==> src/mss_pkg.sv <==
// ----------------------------------------------------------------------------
// MIDI step sequencer package
// Shared widths, codes, reset values and the structures that pass between
// the register block, the controller and the datapath.
// ----------------------------------------------------------------------------
`default_nettype none

package mss_pkg;

	// Default depth of the step table.
	localparam int STEP_DEPTH_DEF = 32;

	// Width used for position and loop length compares (holds up to 511).
	localparam int LIM_W = 9;

	// Divider operand widths: 15000 * 255 * 127 and 511 * 100 fit these.
	localparam int NUM_W = 29;
	localparam int DEN_W = 16;
	localparam int PROD_W = 22;

	// Arithmetic constants.
	localparam logic [PROD_W-1:0] MS_PER_BEAT_X4 = 22'd15000;
	localparam logic [DEN_W-1:0]  PERCENT_FULL   = 16'd100;
	localparam logic [31:0]       FIRST_STEP_MS  = 32'd500;

	// MIDI status bytes, channel bits zero.
	localparam logic [7:0] STATUS_NOTE_ON  = 8'h90;
	localparam logic [7:0] STATUS_NOTE_OFF = 8'h80;

	// Input word modes.
	localparam logic [1:0] MODE_MS    = 2'd0;
	localparam logic [1:0] MODE_CLK   = 2'd1;
	localparam logic [1:0] MODE_WRITE = 2'd2;

	// Result kinds.
	localparam logic [1:0] KIND_OFF  = 2'd0;
	localparam logic [1:0] KIND_ON   = 2'd1;
	localparam logic [1:0] KIND_STEP = 2'd2;

	// Register indexes (byte address divided by four).
	localparam logic [2:0] REG_ENABLE  = 3'd0;
	localparam logic [2:0] REG_SYNC    = 3'd1;
	localparam logic [2:0] REG_TICKS   = 3'd2;
	localparam logic [2:0] REG_TEMPO   = 3'd3;
	localparam logic [2:0] REG_SUSTAIN = 3'd4;
	localparam logic [2:0] REG_MUTE    = 3'd5;
	localparam logic [2:0] REG_CHANNEL = 3'd6;
	localparam logic [2:0] REG_STEPS   = 3'd7;

	// Register reset values.
	localparam logic       RST_ENABLE  = 1'b1;
	localparam logic       RST_SYNC    = 1'b0;
	localparam logic [6:0] RST_TICKS   = 7'd6;
	localparam logic [8:0] RST_TEMPO   = 9'd120;
	localparam logic [6:0] RST_SUSTAIN = 7'd100;
	localparam logic       RST_MUTE    = 1'b0;
	localparam logic [3:0] RST_CHANNEL = 4'd0;
	localparam logic [5:0] RST_STEPS   = 6'd16;

	// One entry of the step table.
	typedef struct packed {
		logic       active;
		logic [6:0] note;
		logic [6:0] velocity;
		logic [7:0] duration;
	} step_t;

	// Configuration register values.
	typedef struct packed {
		logic       global_enable;
		logic       clock_sync;
		logic [6:0] ticks_per_step;
		logic [8:0] tempo_bpm;
		logic [6:0] sustain_percent;
		logic       mute_notes;
		logic [3:0] midi_channel;
		logic [5:0] step_count;
	} cfg_t;

	// Commands from the controller to the datapath.
	typedef struct packed {
		logic tick_ms;
		logic tick_clk;
		logic wr_step;
		logic clr_ticks;
		logic emit_off;
		logic off_last;
		logic div_per;
		logic div_off;
		logic mul_off;
		logic set_next;
		logic emit_on;
		logic emit_step;
	} cmd_t;

	// Status from the datapath to the controller.
	typedef struct packed {
		logic off_due;
		logic go_ms;
		logic go_clk;
		logic play_note;
		logic div_done;
	} stat_t;

endpackage

`default_nettype wire

==> src/midi_step_sequencer.sv <==
// ----------------------------------------------------------------------------
// MIDI step sequencer
// Single-track step sequencer advancing on MODE_MS and MODE_CLK tick words,
// emitting note-on, note-off and step event words.
//
// Channel   Signals                                      Handshake
// input     mode, step_index, step_active, step_note,    start high, busy low
//           step_velocity, step_duration
// result    kind, status_byte, note_number,              strobe, one cycle
//           note_velocity, position, last
// config    psel, penable, pwrite, paddr, pwdata,        APB, pready tied high
//           prdata, pready
//
// A step write leaves the block idle; a tick keeps it busy until it has been
// handled. A MODE_MS tick that plays a step uses the shared divider for the
// step period, and any tick that plays a note uses it again for the note-off
// delay.
// Asynchronous reset clears the step table valid bits and all timers at once.
// Results are presented for one cycle each; the receiver cannot stall them.
// ----------------------------------------------------------------------------
`default_nettype none

module midi_step_sequencer #(
	parameter int STEP_DEPTH = mss_pkg::STEP_DEPTH_DEF
) (
	input  wire logic        clk,
	input  wire logic        arst_n,
	input  wire logic        start,
	output logic             busy,
	input  wire logic [1:0]  mode,
	input  wire logic [4:0]  step_index,
	input  wire logic        step_active,
	input  wire logic [6:0]  step_note,
	input  wire logic [6:0]  step_velocity,
	input  wire logic [7:0]  step_duration,
	output logic             strobe,
	output logic      [1:0]  kind,
	output logic      [7:0]  status_byte,
	output logic      [6:0]  note_number,
	output logic      [6:0]  note_velocity,
	output logic      [4:0]  position,
	output logic             last,
	input  wire logic        psel,
	input  wire logic        penable,
	input  wire logic        pwrite,
	input  wire logic [4:0]  paddr,
	input  wire logic [31:0] pwdata,
	output logic      [31:0] prdata,
	output logic             pready
);

	mss_pkg::cfg_t  cfg;
	mss_pkg::cmd_t  cmd;
	mss_pkg::stat_t stat;

	// Configuration registers.
	mss_cfg u_cfg (
		.clk     (clk),
		.arst_n  (arst_n),
		.psel    (psel),
		.penable (penable),
		.pwrite  (pwrite),
		.paddr   (paddr),
		.pwdata  (pwdata),
		.prdata  (prdata),
		.pready  (pready),
		.cfg     (cfg)
	);

	// Sequencing controller.
	mss_ctrl u_ctrl (
		.clk    (clk),
		.arst_n (arst_n),
		.start  (start),
		.mode   (mode),
		.stat   (stat),
		.busy   (busy),
		.cmd    (cmd)
	);

	// Datapath.
	mss_dp #(
		.STEP_DEPTH (STEP_DEPTH)
	) u_dp (
		.clk           (clk),
		.arst_n        (arst_n),
		.cfg           (cfg),
		.cmd           (cmd),
		.stat          (stat),
		.step_index    (step_index),
		.step_active   (step_active),
		.step_note     (step_note),
		.step_velocity (step_velocity),
		.step_duration (step_duration),
		.strobe        (strobe),
		.kind          (kind),
		.status_byte   (status_byte),
		.note_number   (note_number),
		.note_velocity (note_velocity),
		.position      (position),
		.last          (last)
	);

`ifndef ASSERT_OFF
	// A word that is not the final one means the block is still working.
	a_more_words_busy: assert property (@(posedge clk) disable iff (!arst_n)
		strobe && !last |-> busy)
		else $error("non-final result word while idle");

	// A note-on is always followed straight away by its step event.
	a_on_then_step: assert property (@(posedge clk) disable iff (!arst_n)
		strobe && kind == mss_pkg::KIND_ON |=> strobe && kind == mss_pkg::KIND_STEP)
		else $error("note-on not followed by step event");

	// No result word appears in the cycle after an item is taken.
	a_no_word_after_accept: assert property (@(posedge clk) disable iff (!arst_n)
		start && !busy |=> !strobe)
		else $error("result word right after accept");

	// At most one result word is loaded per cycle.
	a_one_emit: assert property (@(posedge clk) disable iff (!arst_n)
		$onehot0({cmd.emit_off, cmd.emit_on, cmd.emit_step}))
		else $error("several result words loaded together");
`endif

endmodule

`default_nettype wire

==> src/mss_cfg.sv <==
// ----------------------------------------------------------------------------
// MIDI step sequencer register block
// APB-style register file holding the eight configuration registers.
// ----------------------------------------------------------------------------
`default_nettype none

module mss_cfg (
	input  wire logic              clk,
	input  wire logic              arst_n,
	input  wire logic              psel,
	input  wire logic              penable,
	input  wire logic              pwrite,
	input  wire logic [4:0]        paddr,
	input  wire logic [31:0]       pwdata,
	output logic      [31:0]       prdata,
	output logic                   pready,
	output mss_pkg::cfg_t          cfg
);

	mss_pkg::cfg_t cfg_q;
	logic          wr_en;
	logic [2:0]    reg_idx;

	assign pready  = 1'b1;
	assign wr_en   = psel & penable & pwrite;
	assign reg_idx = paddr[4:2];
	assign cfg     = cfg_q;

	// Register writes in the access cycle.
	always_ff @(posedge clk or negedge arst_n) begin
		if (!arst_n) begin
			cfg_q.global_enable   <= mss_pkg::RST_ENABLE;
			cfg_q.clock_sync      <= mss_pkg::RST_SYNC;
			cfg_q.ticks_per_step  <= mss_pkg::RST_TICKS;
			cfg_q.tempo_bpm       <= mss_pkg::RST_TEMPO;
			cfg_q.sustain_percent <= mss_pkg::RST_SUSTAIN;
			cfg_q.mute_notes      <= mss_pkg::RST_MUTE;
			cfg_q.midi_channel    <= mss_pkg::RST_CHANNEL;
			cfg_q.step_count      <= mss_pkg::RST_STEPS;
		end else if (wr_en) begin
			case (reg_idx)
				mss_pkg::REG_ENABLE:  cfg_q.global_enable   <= pwdata[0];
				mss_pkg::REG_SYNC:    cfg_q.clock_sync      <= pwdata[0];
				mss_pkg::REG_TICKS:   cfg_q.ticks_per_step  <= pwdata[6:0];
				mss_pkg::REG_TEMPO:   cfg_q.tempo_bpm       <= pwdata[8:0];
				mss_pkg::REG_SUSTAIN: cfg_q.sustain_percent <= pwdata[6:0];
				mss_pkg::REG_MUTE:    cfg_q.mute_notes      <= pwdata[0];
				mss_pkg::REG_CHANNEL: cfg_q.midi_channel    <= pwdata[3:0];
				mss_pkg::REG_STEPS:   cfg_q.step_count      <= pwdata[5:0];
				default: ;
			endcase
		end
	end

	// Read-back mux.
	always_comb begin
		prdata = '0;
		case (reg_idx)
			mss_pkg::REG_ENABLE:  prdata = 32'(cfg_q.global_enable);
			mss_pkg::REG_SYNC:    prdata = 32'(cfg_q.clock_sync);
			mss_pkg::REG_TICKS:   prdata = 32'(cfg_q.ticks_per_step);
			mss_pkg::REG_TEMPO:   prdata = 32'(cfg_q.tempo_bpm);
			mss_pkg::REG_SUSTAIN: prdata = 32'(cfg_q.sustain_percent);
			mss_pkg::REG_MUTE:    prdata = 32'(cfg_q.mute_notes);
			mss_pkg::REG_CHANNEL: prdata = 32'(cfg_q.midi_channel);
			mss_pkg::REG_STEPS:   prdata = 32'(cfg_q.step_count);
			default:              prdata = '0;
		endcase
	end

endmodule

`default_nettype wire

==> src/mss_div.sv <==
// ----------------------------------------------------------------------------
// MIDI step sequencer divider
// Restoring unsigned divider producing one quotient bit per cycle.
// ----------------------------------------------------------------------------
`default_nettype none

module mss_div (
	input  wire logic                      clk,
	input  wire logic                      arst_n,
	input  wire logic                      start,
	input  wire logic [mss_pkg::NUM_W-1:0] dividend,
	input  wire logic [mss_pkg::DEN_W-1:0] divisor,
	output logic                           done,
	output logic      [mss_pkg::NUM_W-1:0] quotient
);

	localparam int CNT_W = $clog2(mss_pkg::NUM_W + 1);

	logic [mss_pkg::NUM_W-1:0] quo_q;
	logic [mss_pkg::DEN_W-1:0] rem_q;
	logic [mss_pkg::DEN_W-1:0] dsr_q;
	logic [CNT_W-1:0]          cnt_q;
	logic                      run_q;
	logic                      done_q;
	logic [mss_pkg::DEN_W:0]   trial;
	logic                      fits;
	logic [mss_pkg::DEN_W:0]   diff;

	// Shift the next dividend bit into the partial remainder and try a subtract.
	assign trial = {rem_q, quo_q[mss_pkg::NUM_W-1]};
	assign fits  = trial >= {1'b0, dsr_q};
	assign diff  = trial - {1'b0, dsr_q};

	assign done     = done_q;
	assign quotient = quo_q;

	// Control of the iteration count.
	always_ff @(posedge clk or negedge arst_n) begin
		if (!arst_n) begin
			cnt_q  <= '0;
			run_q  <= 1'b0;
			done_q <= 1'b0;
		end else begin
			done_q <= 1'b0;
			if (start) begin
				cnt_q <= CNT_W'(mss_pkg::NUM_W);
				run_q <= 1'b1;
			end else if (run_q) begin
				cnt_q <= cnt_q - 1'b1;
				if (cnt_q == CNT_W'(1)) begin
					run_q  <= 1'b0;
					done_q <= 1'b1;
				end
			end
		end
	end

	// Remainder and quotient shift registers.
	always_ff @(posedge clk) begin
		if (start) begin
			quo_q <= dividend;
			rem_q <= '0;
			dsr_q <= divisor;
		end else if (run_q) begin
			quo_q <= {quo_q[mss_pkg::NUM_W-2:0], fits};
			rem_q <= fits ? diff[mss_pkg::DEN_W-1:0] : trial[mss_pkg::DEN_W-1:0];
		end
	end

endmodule

`default_nettype wire

==> src/mss_ctrl.sv <==
// ----------------------------------------------------------------------------
// MIDI step sequencer controller
// Sequences one input word at a time: evaluation with any due note-off,
// the period and note-off divisions as needed, then the note-on and step event words.
// ----------------------------------------------------------------------------
`default_nettype none

module mss_ctrl (
	input  wire logic          clk,
	input  wire logic          arst_n,
	input  wire logic          start,
	input  wire logic [1:0]    mode,
	input  wire mss_pkg::stat_t stat,
	output logic               busy,
	output mss_pkg::cmd_t      cmd
);

	typedef enum logic [3:0] {
		ST_IDLE,
		ST_EVAL,
		ST_PER_START,
		ST_PER_WAIT,
		ST_OFF_MUL,
		ST_OFF_START,
		ST_OFF_WAIT,
		ST_STEP_EV
	} state_t;

	state_t     state_q;
	state_t     state_d;
	logic [1:0] mode_q;
	logic       busy_q;

	assign busy = busy_q;

	// Next state and commands.
	always_comb begin
		state_d = state_q;
		cmd     = '0;
		case (state_q)
			ST_IDLE: begin
				if (start) begin
					case (mode)
						mss_pkg::MODE_MS: begin
							cmd.tick_ms = 1'b1;
							state_d     = ST_EVAL;
						end
						mss_pkg::MODE_CLK: begin
							cmd.tick_clk = 1'b1;
							state_d      = ST_EVAL;
						end
						mss_pkg::MODE_WRITE: cmd.wr_step = 1'b1;
						default: ;
					endcase
				end
			end
			ST_EVAL: begin
				if (mode_q == mss_pkg::MODE_MS) begin
					if (stat.off_due) begin
						cmd.emit_off = 1'b1;
						cmd.off_last = ~stat.go_ms;
					end
					state_d = stat.go_ms ? ST_PER_START : ST_IDLE;
				end else if (stat.go_clk) begin
					cmd.clr_ticks = 1'b1;
					state_d       = stat.play_note ? ST_OFF_MUL : ST_STEP_EV;
				end else begin
					state_d = ST_IDLE;
				end
			end
			ST_PER_START: begin
				cmd.div_per = 1'b1;
				state_d     = ST_PER_WAIT;
			end
			ST_PER_WAIT: begin
				if (stat.div_done) begin
					cmd.set_next = 1'b1;
					state_d      = stat.play_note ? ST_OFF_MUL : ST_STEP_EV;
				end
			end
			ST_OFF_MUL: begin
				cmd.mul_off = 1'b1;
				state_d     = ST_OFF_START;
			end
			ST_OFF_START: begin
				cmd.div_off = 1'b1;
				state_d     = ST_OFF_WAIT;
			end
			ST_OFF_WAIT: begin
				if (stat.div_done) begin
					cmd.emit_on = 1'b1;
					state_d     = ST_STEP_EV;
				end
			end
			ST_STEP_EV: begin
				cmd.emit_step = 1'b1;
				state_d       = ST_IDLE;
			end
			default: state_d = ST_IDLE;
		endcase
	end

	// State, captured mode and busy flag.
	always_ff @(posedge clk or negedge arst_n) begin
		if (!arst_n) begin
			state_q <= ST_IDLE;
			mode_q  <= mss_pkg::MODE_MS;
			busy_q  <= 1'b0;
		end else begin
			state_q <= state_d;
			busy_q  <= state_d != ST_IDLE;
			if (state_q == ST_IDLE && start) begin
				mode_q <= mode;
			end
		end
	end

endmodule

`default_nettype wire

==> src/mss_dp.sv <==
// ----------------------------------------------------------------------------
// MIDI step sequencer datapath
// Step table, timers, pending note-off, arithmetic and the result word.
// ----------------------------------------------------------------------------
`default_nettype none

module mss_dp #(
	parameter int STEP_DEPTH = mss_pkg::STEP_DEPTH_DEF
) (
	input  wire logic           clk,
	input  wire logic           arst_n,
	input  wire mss_pkg::cfg_t  cfg,
	input  wire mss_pkg::cmd_t  cmd,
	output mss_pkg::stat_t      stat,
	input  wire logic [4:0]     step_index,
	input  wire logic           step_active,
	input  wire logic [6:0]     step_note,
	input  wire logic [6:0]     step_velocity,
	input  wire logic [7:0]     step_duration,
	output logic                strobe,
	output logic      [1:0]     kind,
	output logic      [7:0]     status_byte,
	output logic      [6:0]     note_number,
	output logic      [6:0]     note_velocity,
	output logic      [4:0]     position,
	output logic                last
);

	localparam int IDX_W = $clog2(STEP_DEPTH);
	localparam int LIM_W = mss_pkg::LIM_W;

	// Step table storage and per-entry valid bits.
	mss_pkg::step_t          mem [STEP_DEPTH];
	logic [STEP_DEPTH-1:0]   valid_q;
	mss_pkg::step_t          rd_q;
	logic                    rd_valid_q;
	mss_pkg::step_t          entry;

	// Sequencer state.
	logic [IDX_W-1:0]        pos_q;
	logic [31:0]             time_q;
	logic [31:0]             next_q;
	logic [7:0]              ticks_q;
	logic                    off_pend_q;
	logic [6:0]              off_note_q;
	logic [3:0]              off_chan_q;
	logic [31:0]             off_time_q;

	// Arithmetic registers.
	logic [mss_pkg::PROD_W-1:0] prod_q;
	logic [mss_pkg::DEN_W-1:0]  den_q;
	logic [mss_pkg::NUM_W-1:0]  num_q;
	logic [8:0]                 tempo_eff;
	logic [mss_pkg::NUM_W-1:0]  div_a;
	logic [mss_pkg::DEN_W-1:0]  div_b;
	logic                       div_done;
	logic [mss_pkg::NUM_W-1:0]  div_q;
	logic [31:0]                due_time;

	// Step write decode and loop wrap.
	logic                    wr_in_range;
	logic [IDX_W-1:0]        wr_idx;
	logic [LIM_W-1:0]        limit;
	logic [LIM_W-1:0]        pos_inc;
	logic [7:0]              status_on;

	// Result registers.
	logic                    strobe_q;
	logic [1:0]              kind_q;
	logic [7:0]              status_q;
	logic [6:0]              note_q;
	logic [6:0]              vel_q;
	logic [4:0]              pos_out_q;
	logic                    last_q;

	assign wr_in_range = LIM_W'(step_index) < LIM_W'(STEP_DEPTH);
	assign wr_idx      = IDX_W'(step_index);

	// An entry never written reads as a cleared step.
	assign entry = rd_valid_q ? rd_q : '0;

	assign tempo_eff = (cfg.tempo_bpm == '0) ? 9'd1 : cfg.tempo_bpm;
	assign status_on = mss_pkg::STATUS_NOTE_ON | 8'(cfg.midi_channel);
	assign due_time  = time_q + 32'(div_q);

	assign limit   = (LIM_W'(cfg.step_count) > LIM_W'(STEP_DEPTH)) ?
	                 LIM_W'(STEP_DEPTH) : LIM_W'(cfg.step_count);
	assign pos_inc = LIM_W'(pos_q) + LIM_W'(1);

	// Status towards the controller.
	assign stat.off_due   = off_pend_q & (time_q >= off_time_q);
	assign stat.go_ms     = cfg.global_enable & ~cfg.clock_sync & (time_q >= next_q);
	assign stat.go_clk    = cfg.global_enable & cfg.clock_sync &
	                        (ticks_q >= 8'(cfg.ticks_per_step));
	assign stat.play_note = entry.active & ~cfg.mute_notes;
	assign stat.div_done  = div_done;

	// Table memory: write port from the input word, registered read at the
	// current position.
	always_ff @(posedge clk) begin
		if (cmd.wr_step && wr_in_range) begin
			mem[wr_idx] <= '{active: step_active, note: step_note,
			                 velocity: step_velocity, duration: step_duration};
		end
		rd_q <= mem[pos_q];
	end

	// Valid bits for the table, cleared at reset.
	always_ff @(posedge clk or negedge arst_n) begin
		if (!arst_n) begin
			valid_q    <= '0;
			rd_valid_q <= 1'b0;
		end else begin
			if (cmd.wr_step && wr_in_range) begin
				valid_q[wr_idx] <= 1'b1;
			end
			rd_valid_q <= valid_q[pos_q];
		end
	end

	// Step products, then the sustain product for the note-off delay.
	always_ff @(posedge clk) begin
		prod_q <= mss_pkg::PROD_W'(entry.duration) * mss_pkg::MS_PER_BEAT_X4;
		den_q  <= mss_pkg::DEN_W'(tempo_eff) * mss_pkg::PERCENT_FULL;
		if (cmd.mul_off) begin
			num_q <= mss_pkg::NUM_W'(prod_q) * mss_pkg::NUM_W'(cfg.sustain_percent);
		end
	end

	// Divider operands: step period or note-off delay.
	assign div_a = cmd.div_off ? num_q : mss_pkg::NUM_W'(prod_q);
	assign div_b = cmd.div_off ? den_q : mss_pkg::DEN_W'(tempo_eff);

	mss_div u_div (
		.clk      (clk),
		.arst_n   (arst_n),
		.start    (cmd.div_per | cmd.div_off),
		.dividend (div_a),
		.divisor  (div_b),
		.done     (div_done),
		.quotient (div_q)
	);

	// Timers, position and pending note-off.
	always_ff @(posedge clk or negedge arst_n) begin
		if (!arst_n) begin
			pos_q      <= '0;
			time_q     <= '0;
			next_q     <= mss_pkg::FIRST_STEP_MS;
			ticks_q    <= '0;
			off_pend_q <= 1'b0;
			off_note_q <= '0;
			off_chan_q <= '0;
			off_time_q <= '0;
		end else begin
			if (cmd.tick_ms) begin
				time_q <= time_q + 32'd1;
			end
			if (cmd.tick_clk && ticks_q != 8'hFF) begin
				ticks_q <= ticks_q + 8'd1;
			end
			if (cmd.clr_ticks) begin
				ticks_q <= '0;
			end
			if (cmd.set_next) begin
				next_q <= due_time;
			end
			if (cmd.emit_off) begin
				off_pend_q <= 1'b0;
			end
			if (cmd.emit_on) begin
				off_pend_q <= 1'b1;
				off_note_q <= entry.note;
				off_chan_q <= cfg.midi_channel;
				off_time_q <= due_time;
			end
			if (cmd.emit_step) begin
				pos_q <= (pos_inc >= limit) ? '0 : pos_inc[IDX_W-1:0];
			end
		end
	end

	// Result word strobe.
	always_ff @(posedge clk or negedge arst_n) begin
		if (!arst_n) begin
			strobe_q <= 1'b0;
		end else begin
			strobe_q <= cmd.emit_off | cmd.emit_on | cmd.emit_step;
		end
	end

	// Result word payload.
	always_ff @(posedge clk) begin
		if (cmd.emit_off) begin
			kind_q    <= mss_pkg::KIND_OFF;
			status_q  <= mss_pkg::STATUS_NOTE_OFF | 8'(off_chan_q);
			note_q    <= off_note_q;
			vel_q     <= '0;
			pos_out_q <= '0;
			last_q    <= cmd.off_last;
		end else if (cmd.emit_on || cmd.emit_step) begin
			kind_q    <= cmd.emit_on ? mss_pkg::KIND_ON : mss_pkg::KIND_STEP;
			status_q  <= status_on;
			note_q    <= entry.note;
			vel_q     <= entry.velocity;
			pos_out_q <= 5'(pos_q);
			last_q    <= cmd.emit_step;
		end
	end

	assign strobe        = strobe_q;
	assign kind          = kind_q;
	assign status_byte   = status_q;
	assign note_number   = note_q;
	assign note_velocity = vel_q;
	assign position      = pos_out_q;
	assign last          = last_q;

endmodule

`default_nettype wire

==> config.mk <==
export PLATFORM = sky130hd
export DESIGN_NAME = midi_step_sequencer
export DESIGN_NICKNAME = d
export VERILOG_FILES = /design/src/mss_pkg.sv /design/src/midi_step_sequencer.sv /design/src/mss_cfg.sv /design/src/mss_div.sv /design/src/mss_ctrl.sv /design/src/mss_dp.sv
export SDC_FILE = /design/constraint.sdc
export NUM_CORES = 2
export LEC_CHECK = 0
export ABC_AREA = 1
export BUFFER_PORTS_ARGS = -buffer_cell sky130_fd_sc_hd__buf_4
export CORE_UTILIZATION = 55
export CTS_BUF_LIST = sky130_fd_sc_hd__clkbuf_4 sky130_fd_sc_hd__clkbuf_8 sky130_fd_sc_hd__clkbuf_16
export CTS_CLUSTER_DIAMETER = 60
export DETAILED_ROUTE_END_ITERATION = 10
export GPL_ROUTABILITY_DRIVEN = 0
export PLACE_DENSITY = 0.72
export SETUP_SLACK_MARGIN = 0.1
export SYNTH_ARGS = -nofsm -noshare
export SYNTH_HDL_FRONTEND = slang
export SYNTH_HIERARCHICAL = 1
export SYNTH_SLANG_ARGS = --single-unit
export TNS_END_PERCENT = 100
==> constraint.sdc <==
create_clock -name clk -period 4.55 [get_ports clk]
set_clock_uncertainty 0.15 [all_clocks]
set_input_delay 0.455 -clock clk [delete_from_list [all_inputs] [get_ports clk]]
set_output_delay 0.455 -clock clk [all_outputs]
set_load 0.05 [all_outputs]
# Word-level counts from Yosys, hierarchy flattened
# Memories as Yosys holds them, arrays and structs flattened. A register that Yosys moved wholly into a read port is not among the register bits.
# Index checks and enable logic that the tools add are counted.
# word_totals
ff_bits	352
ram_bits	736
input_bits	73
out_inout_bits	65
wordCells	176
n_memories	1
# memory_table
name	depth	word_bits	read_ports	rd_clocked_by_memory_dff	wr	line_no	text
u_dp.mem	32	23	1	1	1	mss_dp.sv:33	mss_pkg::step_t mem [STEP_DEPTH];
# classes
addsub	6
mul	3
n_lt_le_gt_ge	9
eq_ne	18
mux	61
bitwise_logic	15
reduce_logical	23
# ops
cell	n
$pmux 32 s8	1
$mux 29	3
$ge 32x32->1	2
$add 32x1->32 const B	1
$add 32x29->32	1
$mux 4	8
$or 32x32->32	1
$pmux 4 s7	1
$mul 19x7->26	1
$mux 1	26
$mux 23	1
$mul 8x11->19 const B	1
$mux 9	2
$ge 17x16->1	1
$eq 4x3->1 const B	4
$mux 16	1
$mux 8	2
$reduce_and 2->1	8
$sub 16x16->16	1
$mux 5	3
$mul 9x5->14 const B	1
$mux 7	2
$eq 3x3->1 const B	4
$lt 5x6->1 const B	2
32 further kinds	57

# Depth between registers and ports, before layout
# logic_depth
word_depth	9
mapped_depth	21
mapped_depth_nobuf	20

# Hierarchy
# The synthesis kept the hierarchy.
# modules_own_cells
mod	n_inst	cells_each	area_each_um2	seq_area_each_um2
mss_dp	1	5073	50419.6	28549.9
mss_div	1	503	3913.8	1846.8
mss_cfg	1	238	1946.9	914.6
mss_ctrl	1	77	511.7	175.2

# Worst setup path before layout
# Ideal clock, no wire load.
# synth_timing
kind	reg-to-reg
startpoint	reg u_cfg.cfg_q (netlist bit u_cfg/cfg[17])
endpoint	reg u_dp/num_q[20] (netlist bit) (data pin)
setup_time_ns	0.259
t_arrival_ns	4.625
required_ns	4.141
path_slack_ns	-0.484
path_stages_with_launch	20
path_buffers	2
cell_sequence	dfstp_2 clkbuf_1 clkbuf_1 nand2_1 fa_1 fa_1 inv_1 fa_1 inv_1 fa_1 inv_1 ha_1 nand2_1 nand2_1 a21oi_1 nand2_1 inv_1 nor2_1 or2_2 xor2_1
# synth_via
elab_chain_cells	1
# synth_rtl
item	line_no	text
start, declared	mss_cfg.sv:20	mss_pkg::cfg_t cfg_q;
$mul 19x7->26	mss_dp.sv:126	num_q <= mss_pkg::NUM_W'(prod_q) * mss_pkg::NUM_W'(cfg.sustain_percent);
end signal, assigned	mss_dp.sv:126	
end, declared	mss_dp.sv:52	logic [mss_pkg::NUM_W-1:0] num_q;
# No other way between the ends.
# A chain may end at the register's enable or synchronous reset.

# Final worst setup path
# layout_timing
startpoint	reg u_cfg.cfg_q (netlist bit u_cfg/cfg[13])
endpoint	reg u_dp/num_q[25] (netlist bit) (data pin)
# The elaborated chain is that of the path after synthesis.

==> flow_summary.json <==
{
  "final_nets": 6475,
  "grt.total_usage_pct": 28.7,
  "max_freq_mhz": 220,
  "busiest_layer": "met2",
  "clock-sinks": 1111,
  "cp.required_ns": 4.86,
  "hold_viol_final": 0,
  "synth_edf_count": 819,
  "wirelength_um": 151000,
  "dieHeight_um": 323,
  "vias_per_cell": 5.67,
  "drv_slew": 0,
  "synth_cell_types": 58,
  "clk_latency_ns": 0.72,
  "initial_utilization_pct": 55.7,
  "status": "completed",
  "die-area_um2": 105000,
  "gr-usage-met1_pct": 37.3,
  "dr_total_vias": 42500,
  "max_stage_delay_ns": 0.57,
  "timing.rr.start": "u_cfg/cfg[13]",
  "ant_nets": 0,
  "holdWs_ns": 0.0638,
  "fillers": 7986,
  "synthTopCellsByArea": "edfxtp_1, nand2_1, dfrtp_1",
  "hp-class": "in2reg",
  "rrSetupSlack_ns": 0.003,
  "final_util_pct": 63.2,
  "synth_ff_type": "edfxtp_1",
  "p_leak_nw": 28.3,
  "antenna_found_initial": 8,
  "path_max_fanout": 5,
  "wl_per_cell_um": 20.1,
  "io_pins": 138,
  "power_mw": 25.2,
  "numCtsBuffers": 111,
  "drive_above_1_share_pct": 11.9,
  "clkTransAtPathRegs_ns": 0.06,
  "cp_common_cell": "fa_1",
  "tritoncts": "done",
  "critPathLaunch": "u_cfg/cfg[13]",
  "netlist.area_leader.share_pct": 43.3,
  "core_um2": 102000,
  "rsz0062_at_grt": "yes",
  "critPathSlowestCell": "dfstp_2",
  "io_buffers": 85,
  "grtUsageMet3_pct": 4.95,
  "use_met2_pct": 47.9,
  "min_from": "pwdata[4]",
  "drv_cap": 0,
  "cp_cell_sequence": "buf_12 -> buf_4 -> nand2_1 -> fa_1 -> fa_1 -> inv_2 -> fa_1 -> inv_2 -> fa_1 -> inv_2 -> ha_4 -> a21oi_2 -> o21ai_1 -> a31oi_1 -> nand3_1 -> nand2_1 -> nand2_1",
  "synth-seq-cells": 1111,
  "maxSlewHeadroom_pct": 32.3,
  "drt-pass1-iter-count": 6,
  "powerDensity_nw_per_um2": 391,
  "arrival_ns": 4.86,
  "avgSynthCellArea_um2": 9.64,
  "crit_end": "u_dp/num_q[25]",
  "drc": 0,
  "first_iter_violations": 4182,
  "grt_first_pass_wirelength_um": 229000,
  "min_period_ns": 4.55,
  "end_kind": "flip-flop",
  "worst_slew_pin_slew_ns": 1.02,
  "mostFrequentLayoutCell": "nand2_1",
  "yosysSeqAreaShare_pct": 55.4,
  "critPathKind": "reg2reg",
  "ir_worst_vdd_v": 0.000475,
  "detailed_place_hpwl_um": 95200,
  "htreeDepth": 3,
  "reg2regPathDepth": 17,
  "grt_max_degree": 193,
  "grt_pass1_vias": 40700,
  "timing.rr.end": "u_dp/num_q[25]",
  "row_count": 117,
  "setup_viol": 0,
  "areaGrowthSynthToFinish_pct": 13.5,
  "period_share_pct": 99.9,
  "yosysTopAreaCell": "edfxtp_1",
  "layout_common_cells": "nand2_1, edfxtp_1, inv_1",
  "yosysWarnings": 6,
  "async_flop_share_pct": 18.5,
  "cts_root_buffer": "clkbuf_16",
  "cts_max_path_buffers": 3,
  "synth_area_um2": 56800,
  "startpoint_type": "flip-flop",
  "fp.dieW_um": 323,
  "grt.overflow.total": 0,
  "synth_cells": 5891
}
worst min-delay path by stage:
stage / cells past startpoint / end / slack [ns]
after floorplan: 0 / u_cfg/cfg[0] / 0.009
after global placement: 2 / u_dp/valid_q[13] / 0.29
after detailed placement: 2 / u_dp/valid_q[13] / 0.30
after CTS: 3 / u_cfg/cfg[22] / 0.02
after global routing: 3 / u_cfg/cfg[22] / 0.05
final: 3 / u_cfg/cfg[22] / 0.06
metal layers:
metal / up-vias / share of wire (%)
met3: 384 / 8.6
met1: 20400 / 39
met4: 6 / 4.0
met5: - / 0.026
li1: 19900 / -
met2: 1852 / 48
registers in the layout, indices dropped and copies added (netlist names), 14 cells and up:
register	count
u_dp/off_time_q	32
u_dp/time_q	32
u_dp/u_div/quotient	29
u_dp/num_q	26
u_dp/u_div/dsr_q	16
u_dp/next_q	32
u_dp/valid_q	32
u_dp/rd_q	23
u_dp/mem	736
u_cfg/cfg	36
u_dp/den_q	14
u_dp/prod_q	19
u_dp/u_div/rem_q	16
cell usage after synthesis (17+ instances only):
master,count
nor3_1,27
ha_1,252
nand4_1,43
fa_1,112
o21ai_0,544
xnor2_1,35
edfxtp_1,819
dfxtp_1,87
dfrtp_1,188
buf_6,21
inv_1,696
o22ai_1,188
clkbuf_1,135
xor2_1,56
buf_1,28
dfstp_2,17
nand3_1,324
nand2_1,1329
buf_4,44
or2_2,20
a21oi_1,139
nor2_1,584
buf_2,44
critical path, delay by kind of cell, from the launching register on:
| kind | cells | cell delay [ns] |
|---|---|---|
| compound gates | 3 | 0.59 |
| simple gates | 4 | 0.37 |
| flops | 1 | 0.57 |
| fa+ha+maj | 5 | 2.28 |
| buf+inv | 5 | 0.38 |
kinds of logic after synthesis:
family,after synthesis,synth area share (%)
DFF,1111,55.4
xor gates and xnor gates,91,1.40
other,5,0.0331
adders and majority gates,364,9.50
and+or+nand+nor,2387,17.3
buffers and inverters,991,7.30
AOI/OAI and AO/OA,942,9.04
cell type report:
type	count	area (µm²)	share of cell area, %
clock inverter	71	707	1.10
tap	1368	1710	2.66
multi-input combinational	3815	22200	34.4
timing repair buffer	286	2610	4.05
sequential	1111	31500	48.9
clock buffer	138	3050	4.73
inverter	713	2710	4.20
antenna	2	5.00	0.00777
power by group:
part | leakage [nW] | internal [mW] | switching (mW) | total [mW]
registers | 10.7 | 11.3 | 0.387 | 11.7
clock network | 1.85 | 5.30 | 3.99 | 9.29
logic | 15.8 | 1.53 | 2.63 | 4.16
total | 28.3 | 18.2 | 7.00 | 25.2
timing repair:
item                                    4_1_cts  5_1_grt
endpoints found under the hold margin       809        0
buffers inserted                             12       10
pin swaps                                    34       85
resized for setup                            45      129
hold buffers                                 37        0
endpoints found under the setup margin       17       23
through the flow:
step	cells	area, µm²	setup TNS, ns	setup slack [ns]
finish	7504	64400	0	0.00304
floorplan	5917	57100	0	0.0963
global route	7503	64400	-0.386	-0.140
global placement	7234	59600	-0.549	-0.145
CTS	7492	64000	0	0.0625
detailed placement	7234	59600	-0.968	-0.135
Power figures use the tool's default switching activity.
